===== config.mk =====
export PLATFORM = sky130hd
export DESIGN_NAME = swm_cell
export DESIGN_NICKNAME = d
export VERILOG_FILES = /design/src/hw/rtl/swm_pkg.sv /design/src/hw/rtl/swm_cell.sv
export SDC_FILE = /design/constraint.sdc
export NUM_CORES = 1
export LEC_CHECK = 0
export ABC_AREA = 0
export CAP_MARGIN = 0
export CORE_AREA = 2 2 92 94
export DETAILED_ROUTE_END_ITERATION = 10
export DIE_AREA = 0 0 94 96
export DONT_BUFFER_PORTS = 1
export GPL_ROUTABILITY_DRIVEN = 0
export PLACE_DENSITY = 0.7
export SLEW_MARGIN = 20
export SYNTH_ARGS = -nofsm -noshare
export SYNTH_HDL_FRONTEND = slang
export SYNTH_SLANG_ARGS = --single-unit

===== constraint.sdc =====
create_clock -name clk -period 4.65 [get_ports clk]
set_clock_uncertainty 0.05 [all_clocks]
set_input_delay 0.2325 -clock clk [delete_from_list [all_inputs] [get_ports clk]]
set_output_delay 0.2325 -clock clk [all_outputs]
set_load 0.02 [all_outputs]

===== src/hw/rtl/swm_pkg.sv =====
package swm_pkg;

  localparam int WINDOW_MAX_DEF = 64;
  localparam int SAMPLE_W       = 32;
  localparam int MED_W          = 33;
  localparam int CFG_W          = 7;

  localparam logic [CFG_W-1:0] WS_RESET = CFG_W'(3);

  typedef logic signed [SAMPLE_W-1:0] sample_t;
  typedef logic signed [MED_W-1:0]    median_t;
  typedef logic        [CFG_W-1:0]    wsize_t;

  // per-cell status handed to neighbors
  typedef struct packed {
    logic le;     // held value <= incoming sample
    logic rm_ge;  // the leaving entry sits at or left of this cell
  } swm_flags_t;

endpackage


===== src/hw/rtl/swm_cell.sv =====
module swm_cell #(
  parameter int IDX = 0,
  parameter int CW  = 7,
  parameter int AW  = 6
) (
  input  logic                 clk,
  input  logic                 upd,
  input  swm_pkg::sample_t     s,
  input  logic                 full,
  input  logic [CW-1:0]        k,
  input  logic [AW-1:0]        k_m1,
  input  logic [CW-1:0]        len,
  input  swm_pkg::sample_t     l_val,
  input  logic [AW-1:0]        l_age,
  input  swm_pkg::swm_flags_t  l_flg,
  input  swm_pkg::sample_t     r_val,
  input  logic [AW-1:0]        r_age,
  input  swm_pkg::swm_flags_t  r_flg,
  output swm_pkg::sample_t     val,
  output logic [AW-1:0]        age,
  output swm_pkg::swm_flags_t  flg
);
  import swm_pkg::*;

  sample_t         val_r, val_nxt;
  logic [AW-1:0]   age_r, age_nxt;
  logic            le_own, old, rm_in, rm_ge;
  sample_t         wi_val, wp_val;
  logic [AW-1:0]   wi_age, wp_age;
  logic            wi_le, wp_le, wi_ok;

  always_comb begin
    rm_in  = l_flg.rm_ge;
    le_own = (val_r <= s);
    old    = full && (CW'(IDX) < k) && (age_r == k_m1);
    rm_ge  = rm_in | old;

    // entry at this slot and the one before it, with the leaving entry closed up
    wi_val = rm_ge ? r_val : val_r;
    wi_age = rm_ge ? r_age : age_r;
    wi_le  = rm_ge ? r_flg.le : le_own;
    wi_ok  = CW'(IDX) < len;
    wp_val = rm_in ? val_r : l_val;
    wp_age = rm_in ? age_r : l_age;
    wp_le  = rm_in ? le_own : l_flg.le;

    if (wi_ok && wi_le) begin
      val_nxt = wi_val;
      age_nxt = wi_age + AW'(1);
    end else if (wp_le) begin
      val_nxt = s;
      age_nxt = '0;
    end else begin
      val_nxt = wp_val;
      age_nxt = wp_age + AW'(1);
    end
  end

  always_ff @(posedge clk) begin
    if (upd) begin
      val_r <= val_nxt;
      age_r <= age_nxt;
    end
  end

  assign val       = val_r;
  assign age       = age_r;
  assign flg.le    = le_own;
  assign flg.rm_ge = rm_ge;

endmodule


==> report_table.html <==
<table>
<tr><th>Metric</th><th>Value</th></tr>
<tr><th colspan="2">Run status</th></tr>
<tr><td>Outcome</td><td>finished, final reports clean</td></tr>
<tr><th colspan="2">Logic synthesis</th></tr>
<tr><td>Cells after Synth</td><td>403</td></tr>
<tr><td>Net count after synthesis</td><td>572</td></tr>
<tr><td>Number of synthesis warnings</td><td>0</td></tr>
<tr><td>Ranking of synthesized cells by instance count</td><td>edfxtp_1, inv_1, o21ai_0</td></tr>
<tr><td>Syn Std Cell Area</td><td>3968 um2</td></tr>
<tr><td>Number of synthesized flops with an enable pin</td><td>38</td></tr>
<tr><td>Number of synthesized register bits</td><td>38</td></tr>
<tr><td>Largest cells by area after synthesis</td><td>edfxtp_1, ha_1, a31oi_2</td></tr>
<tr><td>Avg Synthesized Cell Area</td><td>9.845 um2</td></tr>
<tr><td>Seq/Total Area, Yosys</td><td>28.76%</td></tr>
<tr><td>Area share of the largest cell type after synthesis</td><td>28.76%</td></tr>
<tr><td>Async set or reset register ratio after synthesis</td><td>0%</td></tr>
<tr><td>Count of distinct cell types in the synthesized netlist</td><td>48</td></tr>
<tr><td>Prevailing post-synth register cell</td><td>edfxtp_1</td></tr>
<tr><td>Synth area leader</td><td>edfxtp_1</td></tr>
<tr><th colspan="2">Worst setup path</th></tr>
<tr><td>Kind of cell adding the most delay to the critical path</td><td>compound AO/OA/AOI/OAI gates</td></tr>
<tr><td>CP Class</td><td>flip-flop to flip-flop</td></tr>
<tr><td>Slowest stage cell, crit path</td><td>a21o_2</td></tr>
<tr><td>Worst reg-to-reg path cell count</td><td>8</td></tr>
<tr><td>Data arrival time at the worst-slack endpoint</td><td>3790 ps</td></tr>
<tr><td>Destination of the worst register-to-register timing path</td><td>age[1]</td></tr>
<tr><td>Register-to-register setup slack</td><td>850 ps</td></tr>
<tr><td>Data required time of the worst path</td><td>4640 ps</td></tr>
<tr><td>Crit start category</td><td>flip-flop</td></tr>
<tr><td>Critical path, cell by cell</td><td>ha_1, nand4_1, nor4_1, o41ai_2, a211oi_4, buf_4, a21o_2, mux2_1</td></tr>
<tr><td>Delay of the slowest cell on the worst path</td><td>600 ps</td></tr>
<tr><td>Launch point of the worst reg-to-reg path</td><td>val[31]</td></tr>
<tr><td>Largest driver fanout on the critical path</td><td>23</td></tr>
<tr><td>Setup crit end kind</td><td>flip-flop</td></tr>
<tr><td>Crit path buf inv count</td><td>1</td></tr>
<tr><th colspan="2">STA</th></tr>
<tr><td>Worst slack on hold paths</td><td>143.2 ps</td></tr>
<tr><td>Setup slack of the critical path after layout</td><td>845.8 ps</td></tr>
<tr><td>Highest clock frequency the design can meet</td><td>0.2629 GHz</td></tr>
<tr><td>Time the final worst path needs with I/O delays and setup</td><td>3804 ps</td></tr>
<tr><td>Unrepaired setup endpoints after global routing</td><td>no</td></tr>
<tr><td>Number of pins exceeding their max-slew limit in the final report</td><td>0</td></tr>
<tr><td>Least-Margin Pin Slew</td><td>981.5 ps</td></tr>
<tr><td>Final hold violation count</td><td>0</td></tr>
<tr><td>Tcrit/Tclk final</td><td>81.81%</td></tr>
<tr><td>Total negative slack</td><td>0 ps</td></tr>
<tr><td>Headroom to the max-slew limit</td><td>34.42%</td></tr>
<tr><td>Endpoints failing setup</td><td>0</td></tr>
<tr><th colspan="2">GRT</th></tr>
<tr><td>Antenna violations before repair</td><td>0</td></tr>
<tr><td>Global-route wire length before repair</td><td>16.32 mm</td></tr>
<tr><td>Vias in the first global route</td><td>3258</td></tr>
<tr><td>Maximum number of pins on one net before global-route repair</td><td>38</td></tr>
<tr><td>Total gr overflow</td><td>0</td></tr>
<tr><td>GR Util All Layers</td><td>23.71%</td></tr>
<tr><th colspan="2">Clocking</th></tr>
<tr><td>H-tree depth</td><td>2</td></tr>
<tr><td># clock sinks</td><td>38</td></tr>
<tr><td>Buffer cell driving the clock tree root</td><td>clkbuf_8</td></tr>
<tr><td>TritonCTS clock tree</td><td>done</td></tr>
<tr><td>Number of clock buffers inserted by TritonCTS</td><td>5</td></tr>
<tr><td>Hold_buf cts</td><td>1</td></tr>
<tr><td>Quantity of gates resized following cts</td><td>0</td></tr>
<tr><td>Number of buffers on the longest clock path</td><td>2</td></tr>
<tr><td>Clock Pin Slew Worst Setup and Hold Paths</td><td>70 ps</td></tr>
<tr><td># Post-CTS Setup Buffers</td><td>0</td></tr>
<tr><td>Source-to-sink clock delay at the later pin of the worst-skew pair</td><td>280 ps</td></tr>
<tr><th colspan="2">Final layout</th></tr>
<tr><td>Area taken by multi-input logic gates</td><td>2512 um2</td></tr>
<tr><td>Synthesis-to-finish area growth</td><td>4.194%</td></tr>
<tr><td>Area taken by flip-flops and latches</td><td>1141 um2</td></tr>
<tr><td>Layout filler cell count</td><td>754</td></tr>
<tr><td>Number of nets at the end of the flow</td><td>554</td></tr>
<tr><td>Final core utilization</td><td>51.34%</td></tr>
<tr><td>Share of post-route cells with drive strength above 1</td><td>21.09%</td></tr>
<tr><td>Antenna Cells</td><td>0</td></tr>
<tr><th colspan="2">Drt</th></tr>
<tr><td>Via count normalized by instance count</td><td>6.779</td></tr>
<tr><td>Total via count after detailed routing</td><td>3315</td></tr>
<tr><td>Drt first pass iters</td><td>4</td></tr>
<tr><td>Post-route DRC violation count</td><td>0</td></tr>
<tr><td>Number of nets with antenna violations after detailed routing</td><td>0</td></tr>
<tr><td>Routed length per placed instance</td><td>22.50 um</td></tr>
<tr><td>Drt first-iter violations</td><td>117</td></tr>
<tr><td>Sum of routed wire length over all layers</td><td>11.00 mm</td></tr>
<tr><th colspan="2">Die</th></tr>
<tr><td>Core area</td><td>8051 um2</td></tr>
<tr><td>Row count</td><td>33</td></tr>
<tr><td>Width of the chip</td><td>94 um</td></tr>
<tr><td>Die footprint</td><td>9024 um2</td></tr>
<tr><td>Top-Level Pins</td><td>175</td></tr>
<tr><td>Vert. Die Dim</td><td>96 um</td></tr>
<tr><td>Effective utilization at floorplan</td><td>49.28%</td></tr>
<tr><th colspan="2">Power and ir drop</th></tr>
<tr><td>Leakage power</td><td>1.406 nW</td></tr>
<tr><td>Peak supply drop</td><td>0.0002163 V</td></tr>
<tr><td>Total power draw</td><td>1.426 mW</td></tr>
<tr><td>Power density over cell area</td><td>344.9 nW/um2</td></tr>
<tr><th colspan="2">Place</th></tr>
<tr><td>Final HPWL DP</td><td>8.000 mm</td></tr>
<tr><td>Place WS</td><td>873.5 ps</td></tr>
<tr><td>Port Buffer Count</td><td>0</td></tr>
<tr><th colspan="2">Worst hold path</th></tr>
<tr><td>Hold-critical path endpoint</td><td>val[15]</td></tr>
<tr><td>Worst Min Path Start</td><td>r_val[15]</td></tr>
<tr><td>Cell depth of the worst hold path</td><td>2</td></tr>
<tr><td>Class of the tightest hold or removal check</td><td>primary input to flip-flop</td></tr>
<tr><th colspan="2">Job</th></tr>
<tr><td>Maximum Capacitance Violations</td><td>0</td></tr>
</table>
==> how the worst max path moves through the flow <==
stage          startpoint  endpoint  slack [ps]  cells past startpoint
2_1_floorplan      val[1]    val[0]        1170                     10
3_3_place_gp      val[31]    age[1]         860                      8
3_5_place_dp      val[31]    age[1]         870                      8
4_1_cts           val[31]    age[1]         840                      8
5_1_grt           val[31]    age[1]         660                      8
6_report          val[31]    age[1]         850                      8
==> registers in the layout, summed over array words and instances (netlist names) <==
signal / flops
age: 6
val: 32
==> worst register-to-register path: stages (launching register included) <==
cell and delay, ps:
edfxtp_1 510, ha_1 420, nand4_1 210, nor4_1 550, o41ai_2 290, a211oi_4 310
buf_4 240, a21o_2 600, mux2_1 380
==> logic make-up after synthesis <==
family	after synthesis	synth area share [%]
XOR/XNOR	19	4.194
AO/OA/AOI/OAI	173	36.68
flip-flops	38	28.76
multiplexers	13	3.406
buffers and inverters	77	9.208
AND/OR/NAND/NOR	49	7.033
adder cells (fa/ha/maj)	34	10.72
==> layer usage <==
metal	wire, um	vias to the layer above	track usage (%)
met5	0	-	0
met2	5784	113	44.05
met3	724	6	5.638
met1	4413	1656	27.63
li1	-	1540	-
met4	79	0	5.435
==> report_power, final <==
group | total [mW] | internal, mW | switching [mW]
combinational | 0.612 | 0.236 | 0.376
clock | 0.213 | 0.0980 | 0.115
sequential | 0.601 | 0.472 | 0.129
total | 1.43 | 0.806 | 0.620
==> placed cells by master (no fill, tap or decap), types with 2 or more instances in the layout <==
cell and n:
xor2_1 6, mux2_2 3, o21ai_0 37, clkbuf_8 5
nand3_1 10, o211ai_1 34, a211oi_1 18, o21a_1 3
nor2_1 6, edfxtp_1 38, nand4_1 8, a21oi_1 13
ha_1 34, nor3_1 4, a31o_1 4, a31oi_1 2
mux2i_1 8, inv_1 38, xnor2_1 13, a211oi_2 18
buf_4 10, a31oi_2 30, nor4_1 3, nand2_1 10
==> final cells by class <==
type,count,share of cell area [%]
multi-input cells,288,60.77
inverters,39,3.541
well taps,105,3.178
repair buffers,13,3.148
clock buffers,5,1.665
flip-flops and latches,38,27.60
clock inverters,1,0.09080
==> through the flow <==
step                instance area, um2  instances
CTS                               4109        488
global placement                  4026        481
floorplan                         3968        403
global route                      4134        489
detailed placement                4026        481
finish                            4134        489
No activity file was read; power rests on OpenSTA's default activity.
